[src/rtl/smmv_pkg.sv]
// ----------------------------------------------------------------------------
// smmv_pkg
// Shared widths, defaults and stream field offsets for the sample
// min/max/mean/variance unit.
// ----------------------------------------------------------------------------
`timescale 1ns / 1ps
`default_nettype none

package smmv_pkg;

  localparam int SAMPLE_W      = 16;
  localparam int FRAC_W        = 16;
  localparam int AVG_W         = 32;
  localparam int SPREAD_W      = 46;
  localparam int CNT_OUT_W     = 11;
  localparam int MAX_COUNT_DEF = 1024;

  // Slave-side tdata: sample only, end of run travels on tlast
  localparam int S_TDATA_W = ((SAMPLE_W + 7) / 8) * 8;

  // Master-side tdata layout, lowest bit first
  localparam int LARGEST_LSB  = 0;
  localparam int SMALLEST_LSB = LARGEST_LSB + SAMPLE_W;
  localparam int AVG_LSB      = SMALLEST_LSB + SAMPLE_W;
  localparam int SPREAD_LSB   = AVG_LSB + AVG_W;
  localparam int CNT_LSB      = SPREAD_LSB + SPREAD_W;
  localparam int OVF_LSB      = CNT_LSB + CNT_OUT_W;
  localparam int M_FIELDS_W   = OVF_LSB + 1;
  localparam int M_TDATA_W    = ((M_FIELDS_W + 7) / 8) * 8;
  localparam int M_PAD_W      = M_TDATA_W - M_FIELDS_W;

endpackage

`default_nettype wire

[src/rtl/smmv_mul.sv]
// ----------------------------------------------------------------------------
// smmv_mul
// Shared shift-add multiplier: one multiplier bit per cycle, stops as soon
// as the remaining multiplier bits are all zero.
// ----------------------------------------------------------------------------
`timescale 1ns / 1ps
`default_nettype none

module smmv_mul #(
  parameter int A_W = 41,
  parameter int B_W = 27
) (
  input  wire logic                 clk_i,
  input  wire logic                 rst_ni,
  input  wire logic                 start_i,
  input  wire logic [A_W-1:0]       a_i,
  input  wire logic [B_W-1:0]       b_i,
  output logic                      done_o,
  output logic [A_W+B_W-1:0]        prod_o
);

  localparam int P_W = A_W + B_W;

  logic           busy_q;
  logic [P_W-1:0] acc_q;
  logic [P_W-1:0] a_q;
  logic [B_W-1:0] b_q;
  logic           b_zero;

  assign b_zero = (b_q == '0);
  assign done_o = busy_q && b_zero;
  assign prod_o = acc_q;

  always_ff @(posedge clk_i or negedge rst_ni) begin
    if (!rst_ni) begin
      busy_q <= 1'b0;
    end else if (start_i) begin
      busy_q <= 1'b1;
    end else if (busy_q && b_zero) begin
      busy_q <= 1'b0;
    end
  end

  always_ff @(posedge clk_i) begin
    if (start_i) begin
      acc_q <= '0;
      a_q   <= P_W'(a_i);
      b_q   <= b_i;
    end else if (busy_q && !b_zero) begin
      if (b_q[0]) begin
        acc_q <= acc_q + a_q;
      end
      a_q <= {a_q[P_W-2:0], 1'b0};
      b_q <= {1'b0, b_q[B_W-1:1]};
    end
  end

endmodule

`default_nettype wire

[src/rtl/smmv_div.sv]
// ----------------------------------------------------------------------------
// smmv_div
// Restoring unsigned divider: one quotient bit per cycle, N_W steps.
// ----------------------------------------------------------------------------
`timescale 1ns / 1ps
`default_nettype none

module smmv_div #(
  parameter int N_W = 68,
  parameter int D_W = 22
) (
  input  wire logic           clk_i,
  input  wire logic           rst_ni,
  input  wire logic           start_i,
  input  wire logic [N_W-1:0] dividend_i,
  input  wire logic [D_W-1:0] divisor_i,
  output logic                done_o,
  output logic [N_W-1:0]      quotient_o,
  output logic [D_W-1:0]      remainder_o
);

  localparam int STEP_W = $clog2(N_W + 1);

  logic              busy_q;
  logic [STEP_W-1:0] step_q;
  logic [N_W-1:0]    quo_q;
  logic [D_W-1:0]    rem_q;
  logic [D_W-1:0]    dvs_q;
  logic [D_W:0]      trial;
  logic [D_W:0]      trial_sub;
  logic              fits;
  logic              stepping;

  assign trial     = {rem_q, quo_q[N_W-1]};
  assign trial_sub = trial - {1'b0, dvs_q};
  assign fits      = (trial >= {1'b0, dvs_q});
  assign stepping  = busy_q && (step_q != '0);

  assign done_o      = busy_q && (step_q == '0);
  assign quotient_o  = quo_q;
  assign remainder_o = rem_q;

  always_ff @(posedge clk_i or negedge rst_ni) begin
    if (!rst_ni) begin
      busy_q <= 1'b0;
      step_q <= '0;
    end else if (start_i) begin
      busy_q <= 1'b1;
      step_q <= STEP_W'(N_W);
    end else if (stepping) begin
      step_q <= step_q - 1'b1;
    end else if (busy_q) begin
      busy_q <= 1'b0;
    end
  end

  always_ff @(posedge clk_i) begin
    if (start_i) begin
      quo_q <= dividend_i;
      rem_q <= '0;
      dvs_q <= divisor_i;
    end else if (stepping) begin
      rem_q <= fits ? trial_sub[D_W-1:0] : trial[D_W-1:0];
      quo_q <= {quo_q[N_W-2:0], fits};
    end
  end

endmodule

`default_nettype wire

[src/rtl/sample_min_max_mean_variance_unit.sv]
// Per sample: each accepted sample is squared on the shared shift-add multiplier;
// a dropped sample skips the multiply.
// End of run: three more multiplies, two divisions on the restoring divider and
// one output load.
// Reset: asynchronous, active low; clears the run and drops any pending result.
// ----------------------------------------------------------------------------
// sample_min_max_mean_variance_unit
// Accumulates a run of signed samples and reports max, min, mean and
// population variance at the end of each run.
// ----------------------------------------------------------------------------
`timescale 1ns / 1ps
`default_nettype none

module sample_min_max_mean_variance_unit
  import smmv_pkg::*;
#(
  parameter int MAX_COUNT = MAX_COUNT_DEF
) (
  input  wire logic                 clk_i,
  input  wire logic                 rst_ni,
  input  wire logic                 s_axis_tvalid,
  output logic                      s_axis_tready,
  input  wire logic [S_TDATA_W-1:0] s_axis_tdata,   // [15:0] sample
  input  wire logic                 s_axis_tlast,   // last
  output logic                      m_axis_tvalid,
  input  wire logic                 m_axis_tready,
  output logic [M_TDATA_W-1:0]      m_axis_tdata    // [15:0] largest, [31:16] smallest,
                                                    // [63:32] average, [109:64] spread,
                                                    // [120:110] sample_count,
                                                    // [121] overflowed, rest zero
);

  localparam int CNT_W  = $clog2(MAX_COUNT + 1);
  localparam int SUM_W  = SAMPLE_W + CNT_W;
  localparam int SQ_W   = 2 * SAMPLE_W - 2 + CNT_W;
  localparam int DIFF_W = CNT_W + SQ_W;
  localparam int MA_W   = SQ_W;
  localparam int MB_W   = SUM_W;
  localparam int MP_W   = MA_W + MB_W;
  localparam int DN_W   = DIFF_W + FRAC_W;
  localparam int DD_W   = 2 * CNT_W;

  localparam logic [2:0] ST_IDLE  = 3'd0;
  localparam logic [2:0] ST_SQR   = 3'd1;
  localparam logic [2:0] ST_NSQ   = 3'd2;
  localparam logic [2:0] ST_MAG2  = 3'd3;
  localparam logic [2:0] ST_NN    = 3'd4;
  localparam logic [2:0] ST_DVAR  = 3'd5;
  localparam logic [2:0] ST_DMEAN = 3'd6;
  localparam logic [2:0] ST_OUT   = 3'd7;

  localparam logic signed [SAMPLE_W-1:0] MOST_NEG = {1'b1, {(SAMPLE_W-1){1'b0}}};
  localparam logic signed [SAMPLE_W-1:0] MOST_POS = {1'b0, {(SAMPLE_W-1){1'b1}}};

  logic [2:0]                  state_q, state_d;
  logic                        go_q, go_d;
  logic [CNT_W-1:0]            count_q, count_d;
  logic signed [SAMPLE_W-1:0]  max_q, max_d;
  logic signed [SAMPLE_W-1:0]  min_q, min_d;
  logic signed [SUM_W-1:0]     sum_q, sum_d;
  logic [SQ_W-1:0]             sumsq_q, sumsq_d;
  logic                        dropped_q, dropped_d;
  logic                        m_valid_q, m_valid_d;

  logic signed [SAMPLE_W-1:0]  sample_q;
  logic                        last_q;
  logic [DIFF_W-1:0]           t1_q;
  logic [DIFF_W-1:0]           diff_q;
  logic [DD_W-1:0]             n2_q;
  logic [SPREAD_W-1:0]         spread_q;
  logic [AVG_W-1:0]            avg_q;
  logic [M_TDATA_W-1:0]        m_data_q;

  logic                        s_xfer;
  logic                        load_out;
  logic                        room;
  logic [SAMPLE_W-1:0]         abs_s;
  logic                        sum_neg;
  logic [SUM_W-1:0]            mag;
  logic [MP_W-1:0]             t1_ext;
  logic [DIFF_W-1:0]           diff_new;
  logic [AVG_W-1:0]            quo_lo;
  logic [AVG_W-1:0]            mean_new;
  logic [CNT_OUT_W+CNT_W-1:0]  cnt_ext;
  logic [M_TDATA_W-1:0]        m_data_new;

  logic                        mul_start, mul_done;
  logic [MA_W-1:0]             mul_a;
  logic [MB_W-1:0]             mul_b;
  logic [MP_W-1:0]             mul_prod;
  logic                        div_start, div_done;
  logic [DN_W-1:0]             div_n;
  logic [DD_W-1:0]             div_d;
  logic [DN_W-1:0]             div_quo;
  logic [DD_W-1:0]             div_rem;

  assign s_axis_tready = (state_q == ST_IDLE);
  assign s_xfer        = s_axis_tvalid && s_axis_tready;
  assign room          = (count_q < CNT_W'(MAX_COUNT));
  assign load_out      = (state_q == ST_OUT) && (!m_valid_q || m_axis_tready);

  assign abs_s   = sample_q[SAMPLE_W-1] ? SAMPLE_W'(-sample_q) : SAMPLE_W'(sample_q);
  assign sum_neg = sum_q[SUM_W-1];
  assign mag     = sum_neg ? SUM_W'(-sum_q) : SUM_W'(sum_q);

  // Clamp at zero like an unsigned subtract that would underflow
  assign t1_ext   = MP_W'(t1_q);
  assign diff_new = (t1_ext >= mul_prod) ? DIFF_W'(t1_ext - mul_prod) : '0;

  // Floor of a negative mean: round the magnitude up
  assign quo_lo   = div_quo[AVG_W-1:0];
  assign mean_new = sum_neg ? AVG_W'(-(quo_lo + AVG_W'(div_rem != '0))) : quo_lo;

  assign cnt_ext = {{CNT_OUT_W{1'b0}}, count_q};
  assign m_data_new = {{M_PAD_W{1'b0}}, dropped_q, cnt_ext[CNT_OUT_W-1:0], spread_q, avg_q,
                       min_q, max_q};

  // Operand select for the shared units
  always_comb begin
    mul_a = '0;
    mul_b = '0;
    div_n = '0;
    div_d = '0;
    case (state_q)
      ST_SQR: begin
        mul_a = MA_W'(abs_s);
        mul_b = MB_W'(abs_s);
      end
      ST_NSQ: begin
        mul_a = sumsq_q;
        mul_b = MB_W'(count_q);
      end
      ST_MAG2: begin
        mul_a = MA_W'(mag);
        mul_b = mag;
      end
      ST_NN: begin
        mul_a = MA_W'(count_q);
        mul_b = MB_W'(count_q);
      end
      ST_DVAR: begin
        div_n = {diff_q, {FRAC_W{1'b0}}};
        div_d = n2_q;
      end
      ST_DMEAN: begin
        div_n = DN_W'({mag, {FRAC_W{1'b0}}});
        div_d = DD_W'(count_q);
      end
      default: begin
      end
    endcase
  end

  assign mul_start = go_q && ((state_q == ST_SQR) || (state_q == ST_NSQ) ||
                              (state_q == ST_MAG2) || (state_q == ST_NN));
  assign div_start = go_q && ((state_q == ST_DVAR) || (state_q == ST_DMEAN));

  always_comb begin
    state_d   = state_q;
    go_d      = 1'b0;
    count_d   = count_q;
    max_d     = max_q;
    min_d     = min_q;
    sum_d     = sum_q;
    sumsq_d   = sumsq_q;
    dropped_d = dropped_q;
    m_valid_d = m_valid_q;

    if (m_valid_q && m_axis_tready) begin
      m_valid_d = 1'b0;
    end

    case (state_q)
      ST_IDLE: begin
        if (s_xfer) begin
          if (room) begin
            state_d = ST_SQR;
            go_d    = 1'b1;
          end else begin
            dropped_d = 1'b1;
            if (s_axis_tlast) begin
              state_d = ST_NSQ;
              go_d    = 1'b1;
            end
          end
        end
      end
      ST_SQR: begin
        if (mul_done) begin
          count_d = count_q + 1'b1;
          if (sample_q > max_q) begin
            max_d = sample_q;
          end
          if (sample_q < min_q) begin
            min_d = sample_q;
          end
          sum_d   = sum_q + SUM_W'(sample_q);
          sumsq_d = sumsq_q + mul_prod[SQ_W-1:0];
          state_d = last_q ? ST_NSQ : ST_IDLE;
          go_d    = last_q;
        end
      end
      ST_NSQ: begin
        if (mul_done) begin
          state_d = ST_MAG2;
          go_d    = 1'b1;
        end
      end
      ST_MAG2: begin
        if (mul_done) begin
          state_d = ST_NN;
          go_d    = 1'b1;
        end
      end
      ST_NN: begin
        if (mul_done) begin
          state_d = ST_DVAR;
          go_d    = 1'b1;
        end
      end
      ST_DVAR: begin
        if (div_done) begin
          state_d = ST_DMEAN;
          go_d    = 1'b1;
        end
      end
      ST_DMEAN: begin
        if (div_done) begin
          state_d = ST_OUT;
        end
      end
      ST_OUT: begin
        if (load_out) begin
          // Hand the result over and start a fresh run
          m_valid_d = 1'b1;
          count_d   = '0;
          max_d     = MOST_NEG;
          min_d     = MOST_POS;
          sum_d     = '0;
          sumsq_d   = '0;
          dropped_d = 1'b0;
          state_d   = ST_IDLE;
        end
      end
      default: begin
        state_d = ST_IDLE;
      end
    endcase
  end

  always_ff @(posedge clk_i or negedge rst_ni) begin
    if (!rst_ni) begin
      state_q   <= ST_IDLE;
      go_q      <= 1'b0;
      count_q   <= '0;
      max_q     <= MOST_NEG;
      min_q     <= MOST_POS;
      sum_q     <= '0;
      sumsq_q   <= '0;
      dropped_q <= 1'b0;
      m_valid_q <= 1'b0;
    end else begin
      state_q   <= state_d;
      go_q      <= go_d;
      count_q   <= count_d;
      max_q     <= max_d;
      min_q     <= min_d;
      sum_q     <= sum_d;
      sumsq_q   <= sumsq_d;
      dropped_q <= dropped_d;
      m_valid_q <= m_valid_d;
    end
  end

  always_ff @(posedge clk_i) begin
    if (s_xfer) begin
      sample_q <= s_axis_tdata[SAMPLE_W-1:0];
      last_q   <= s_axis_tlast;
    end
    if ((state_q == ST_NSQ) && mul_done) begin
      t1_q <= mul_prod[DIFF_W-1:0];
    end
    if ((state_q == ST_MAG2) && mul_done) begin
      diff_q <= diff_new;
    end
    if ((state_q == ST_NN) && mul_done) begin
      n2_q <= mul_prod[DD_W-1:0];
    end
    if ((state_q == ST_DVAR) && div_done) begin
      spread_q <= div_quo[SPREAD_W-1:0];
    end
    if ((state_q == ST_DMEAN) && div_done) begin
      avg_q <= mean_new;
    end
    if (load_out) begin
      m_data_q <= m_data_new;
    end
  end

  assign m_axis_tvalid = m_valid_q;
  assign m_axis_tdata  = m_data_q;

  smmv_mul #(
    .A_W (MA_W),
    .B_W (MB_W)
  ) u_mul (
    .clk_i   (clk_i),
    .rst_ni  (rst_ni),
    .start_i (mul_start),
    .a_i     (mul_a),
    .b_i     (mul_b),
    .done_o  (mul_done),
    .prod_o  (mul_prod)
  );

  smmv_div #(
    .N_W (DN_W),
    .D_W (DD_W)
  ) u_div (
    .clk_i       (clk_i),
    .rst_ni      (rst_ni),
    .start_i     (div_start),
    .dividend_i  (div_n),
    .divisor_i   (div_d),
    .done_o      (div_done),
    .quotient_o  (div_quo),
    .remainder_o (div_rem)
  );

endmodule

`default_nettype wire

[config.mk]
export PLATFORM = sky130hd
export DESIGN_NAME = sample_min_max_mean_variance_unit
export DESIGN_NICKNAME = d
export VERILOG_FILES = /design/src/rtl/smmv_pkg.sv /design/src/rtl/smmv_mul.sv /design/src/rtl/smmv_div.sv /design/src/rtl/sample_min_max_mean_variance_unit.sv
export SDC_FILE = /design/constraint.sdc
export NUM_CORES = 2
export LEC_CHECK = 0
export BUFFER_PORTS_ARGS = -buffer_cell sky130_fd_sc_hd__buf_4
export CAP_MARGIN = 20
export CELL_PAD_IN_SITES_DETAIL_PLACEMENT = 2
export CELL_PAD_IN_SITES_GLOBAL_PLACEMENT = 2
export CORE_MARGIN = 2
export CORE_UTILIZATION = 41
export CTS_CLUSTER_SIZE = 30
export DETAILED_ROUTE_END_ITERATION = 7
export GPL_TIMING_DRIVEN = 0
export MAX_ROUTING_LAYER = met4
export PLACE_DENSITY_LB_ADDON = 0.1
export SLEW_MARGIN = 10
export SYNTH_ARGS = -nofsm -noshare
export SYNTH_HDL_FRONTEND = slang
export SYNTH_SLANG_ARGS = --single-unit
[constraint.sdc]
create_clock -name clk_i -period 7.35 [get_ports clk_i]
set_input_delay 0.735 -clock clk_i [delete_from_list [all_inputs] [get_ports clk_i]]
set_output_delay 0.735 -clock clk_i [all_outputs]
set_load 0.005 [all_outputs]
Yosys cells after proc, flatten, opt, wreduce, memory -nomap -nowiden
Index checks and enable logic that the tools add are counted.
W data, S select, Z words.

operators by class
  add/subtract/negate cells = 11
  order comparisons = 5
  equal/unequal tests = 20
  muxes and demuxes = 63
  reduce and logical (&&, ||, !) cells = 39

operators with widths
  kind               number
  $mux W41           4
  $pmux W41 S4       1
  $mux W68           2
  $pmux W68 S2       1
  $mux W27           5
  $mux W16           7
  $pmux W41 S2       1
  $pmux W27 S3       1
  $add A68 B68 Y68   1
  $ge A52 B68 Y1     1
  $pmux W16 S2       2
  $pmux W27 S2       1
  $sub A52 B52 Y52   1
  $pmux W22 S2       1
  $add A41 B41 Y41   1
  $add A32 B1 Y32    1
  $mux W32           1
  $neg A32 Y32       1
  $mux W3            10
  $add A27 B16 Y27   1
  $logic_not A27 Y1  1
  $neg A27 Y27       1
  $pmux W3 S8        1
  $ge A23 B22 Y1     1
  35 further kinds   90

storage, ports and cells
  register bits after elaboration = 744
  bits of input ports = 21
  word-level logic and storage cells = 165

Logic depth before layout (Yosys ltp)
  depth in word-level cells = 6
  mapped depth = 18

By module
A second synthesis with hierarchy kept.

unflattened totals
  cell total of the unflattened synthesis = 4203
  area total of the unflattened synthesis = 43037.5 sq um

by module, submodules not included
  module                             times used  cells each  area each (sq um)
  sample_min_max_mean_variance_unit  1           2482        26369.0
  smmv_mul                           1           1196        10432.5
  smmv_div                           1           525         6236.0

Worst setup path before layout
No wires, ideal clock.

  kind = input to register
  from = in m_axis_tready
  to = reg m_data_q[0], in the netlist m_axis_tdata[0] (enable)
  setup time = 0.535 ns
  arrival = 4.668 ns
  slack = 2.148 ns
  cell stages on the path = 5
  path buffers = 2
  path through = nand2b_1 nand2b_1 clkbuf_1 inv_1 clkbuf_1

between the ends
  longest elaborated chain between the ends = 2

ends and longest elaborated chain
  element               line                                      RTL
  from (decl)           sample_min_max_mean_variance_unit.sv:26   input wire logic m_axis_tready,
  $logic_or A1 B1 Y1    sample_min_max_mean_variance_unit.sv:100  assign load_out = (state_q == ST_OUT) && (!m_valid_q || m_axis_tready);
  $logic_and A1 B1 Y1   sample_min_max_mean_variance_unit.sv:100
  named net load_out    sample_min_max_mean_variance_unit.sv:75   logic load_out;
  to (signal assigned)  sample_min_max_mean_variance_unit.sv:296  m_data_q <= m_data_new;
  to (decl)             sample_min_max_mean_variance_unit.sv:72   logic [M_TDATA_W-1:0] m_data_q;

The timed path passes the listed nets, and every way through them passes these cells.
A chain may end at the register's enable or synchronous reset.

Worst setup path after layout
  from = reg u_mul.acc_q[2], in the netlist u_mul.prod_o[2]
  to = reg diff_q[13], data pin

between the ends
  longest elaborated chain between the ends = 1

ends and longest elaborated chain
  element                                             line                                      RTL
  from (decl)                                         smmv_mul.sv:25                            logic [P_W-1:0] acc_q;
  from (signal assigned)                              smmv_mul.sv:51                            acc_q <= acc_q + a_q;
  $ge A52 B68 Y1 or $sub A52 B52 Y52 (tied branches)  sample_min_max_mean_variance_unit.sv:108  assign diff_new = (t1_ext >= mul_prod) ? DIFF_W'(t1_ext - mul_prod) : '0;
  to (signal assigned)                                sample_min_max_mean_variance_unit.sv:284  diff_q <= diff_new;
  to (decl)                                           sample_min_max_mean_variance_unit.sv:68   logic [DIFF_W-1:0] diff_q;

Parallel ways exist; a longest one is shown, timed or not.

==> results.json <==
{
  "route.detailed.drc": 0,
  "async_flop_share_pct": 16.9,
  "cts_resized": 0,
  "clock_latency_ps": 680,
  "viasPerCell": 5.92,
  "cp.required_ps": 7700,
  "internal_power_uw": 10100,
  "post-route-period-util_pct": 72.4,
  "ir_drop_mv": 0.191,
  "firstDrtPassIters": 7,
  "avgSynthCellArea_sq_um": 9.94,
  "hp-class": "input port to register",
  "slew_headroom_pct": 22.9,
  "rows": 117,
  "grt_pass1_wl_mm": 240,
  "path_class": "register to register",
  "routedWlPerCell_microns": 26.9,
  "cts.sinks": 744,
  "gp_congestion": 0.912,
  "synth_area_sq_um": 42000,
  "finalWorstSetupSlack_ps": 2030,
  "vias": 35100,
  "whs_ps": 243,
  "setup_viol": 0,
  "period_minus_slack_ps": 5320,
  "clockPowerShare_pct": 25.0,
  "synth_sequential_area_ratio_pct": 48.9,
  "startpoint_type": "register",
  "tns_ps": 0,
  "p_sw_uw": 7220,
  "power_frac_seq_pct": 33.2,
  "clockBufferDepth": 3,
  "netlist_instances": 4232,
  "postRouteWirelength_mm": 159,
  "max_freq_mhz": 188,
  "root_buffer": "clkbuf_16",
  "crit_fanout": 10,
  "antenna_found_initial": 8,
  "reg2regPathDepth": 15,
  "area_growth_syn_to_layout_pct": 14.0,
  "power_density_nw_per_um2": 362,
  "fp.dieH_microns": 324,
  "die-area_sq_um": 105000,
  "dp_slack_ps": 2080,
  "synth.distinct_cells": 81,
  "pin_count": 151,
  "final_area_sq_um": 48000,
  "mostFrequentLayoutCell": "edfxtp_1",
  "start_util_pct": 41.3,
  "cp.arrival_ps": 5670,
  "synth_flop_cell": "edfxtp_1",
  "cts_tree": "built",
  "grt.total_usage_pct": 31.0,
  "rsz0062_at_grt": "false",
  "cts_buffers": 86,
  "nNetsFinal": 4787,
  "h-tree-depth": 3,
  "dp_hpwl_mm": 122,
  "worst_slew_pin_slew_ps": 1160,
  "gr-total-overflow": 0,
  "clkSlewWorstSetupHoldPaths_ps": 60,
  "whs_path_depth": 1,
  "postRouteAntennaNets": 0,
  "die_w_microns": 324,
  "status": "finished, final reports clean",
  "p_leak_uw": 0.0195,
  "final_cell_mix": "edfxtp_1, nand2_1, a21oi_1",
  "grt_pass1_vias": 37300,
  "io_buffer_count": 144,
  "grt_max_degree": 73,
  "finalHoldViolCount": 0,
  "core_sq_um": 102000,
  "slew_violations": 0,
  "yosys_warnings": 0,
  "synth_edf_count": 501,
  "skew_ps": 33.5,
  "critPathCaptureType": "register",
  "netSwitchingFraction_pct": 41.6,
  "synth_seq_cells": 744,
  "p_comb_share_pct": 41.9,
  "placed_cell_area_sq_um": 45100,
  "drive_gt1_share_pct": 7.66,
  "initialDrtViolationCount": 2650,
  "maxCapViolCount": 0
}
## Yosys cell counts, types with 22 or more instances
library cell,n,share of area [%]
xnor2_1,138,2.9
buf_1,23,0.21
and3_1,46,0.68
o21ai_0,286,3.4
o21bai_1,49,0.87
dfrtp_1,110,6.5
o31ai_1,29,0.52
nand4_1,54,0.80
inv_1,226,2.0
nand2b_1,29,0.43
nor3_1,50,0.60
nand3_1,160,1.9
edfxtp_1,501,36
clkbuf_1,170,1.5
nor2_1,291,2.6
nand2_1,446,4.0
a211oi_1,33,0.59
o211ai_1,22,0.39
a21o_1,150,2.7
ha_1,277,8.2
a22o_1,50,1.0
nor4_1,28,0.42
nor2b_1,36,0.54
xor2_1,105,2.2
a21oi_1,371,4.4
o21a_1,40,0.71
a31oi_1,31,0.46
dfxtp_1,117,5.6
mux2i_1,56,1.3
## path summary, 6_finish.rpt
kind	from	end	slack, ps
worst max-delay path	u_mul.prod_o[2]	diff_q[13]	2030
worst min-delay path	s_axis_tdata[1]	sample_q[1]	240
worst max register to register	u_mul.prod_o[2]	diff_q[13]	2030
worst min register to register	spread_q[16]	m_axis_tdata[80]	420
max in group asynchronous	rst_ni	sumsq_q[40]	5950
min in group asynchronous	rst_ni	max_q[14]	600
## timing repair
| action | CTS | global route |
|---|---|---|
| hold buffers | 1 | 0 |
| setup buffers | 0 | 0 |
| endpoints found under the hold margin | 12 | 0 |
## worst max-delay path: stages (launching register included)
cell and delay (ps):
dfxtp_1 470, inv_1 130, ha_1 360, nor2b_1 180
o21ai_1 170, a21oi_1 140, o41ai_1 730, a2111oi_0 240
nor2_1 350, a211oi_1 140, o21a_1 240, o211ai_1 170
a21o_1 140, clkbuf_1 490, clkbuf_1 750, nor3_1 280
## power by group through the flow
stage | clock [uW] | combinational, uW | sequential [uW]
after global routing | 4560 | 8030 | 5780
after global placement | 0 | 6840 | 5760
after detailed placement | 0 | 7100 | 5800
after CTS | 4410 | 7190 | 5720
final | 4340 | 7260 | 5750
after floorplan | 0 | 5100 | 5400
## state kept, by name (all words and copies together), names as in the netlist, 22 cells and up
register	cells
u_div.dvs_q	22
m_axis_tdata	122
u_mul.prod_o	68
n2_q	22
diff_q	52
t1_q	52
u_div.remainder_o	22
sumsq_q	41
spread_q	46
u_div.quotient_o	68
u_mul.b_q	27
sum_q	27
u_mul.a_q	68
avg_q	32
## layout make-up
| class | instances | area (sq um) |
|---|---|---|
| diodes | 2 | 5.00 |
| plain buffers | 202 | 790 |
| clock buffers | 113 | 2350 |
| clock inverters | 45 | 435 |
| fillers | 10700 | 53800 |
| inverters | 228 | 856 |
| multi-input cells | 3063 | 19900 |
| flip-flops and latches | 744 | 20600 |
| well taps | 1368 | 1710 |
| repair buffers | 159 | 1330 |
## per-layer routing
| metal | part of all wire (%) | track usage [%] | wire length (microns) |
|---|---|---|---|
| met3 | 4.5 | 2.96 | 7180 |
| met4 | 2.9 | 9.37 | 4610 |
| met5 | 0 | - | 0 |
| met2 | 47 | 49.7 | 75100 |
| met1 | 46 | 41.8 | 72600 |
## cells by family (layout without fill, tap and decap cells)
family          Yosys count  count (layout)  synth area share, %
flops                   744             744                 48.9
simple gates           1228            1228                 13.5
xor+xnor                243             243                 5.06
compound gates         1246            1246                 18.8
buf+inv                 430             747                 3.90
fa+ha+maj               282             282                 8.48
mux                      58              58                 1.39
other cells               1               8              0.00892
## metrics by stage
stage                     util [%]  total power (uW)  cells
after floorplan                  -             10500   4237
after global placement        44.1             12600   5749
after detailed placement      44.4             12900   5762
after CTS                     47.1             17300   5921
after global routing          47.1             18400   5923
final                         47.1             17300   5924
(Power assumes the default switching activity.)
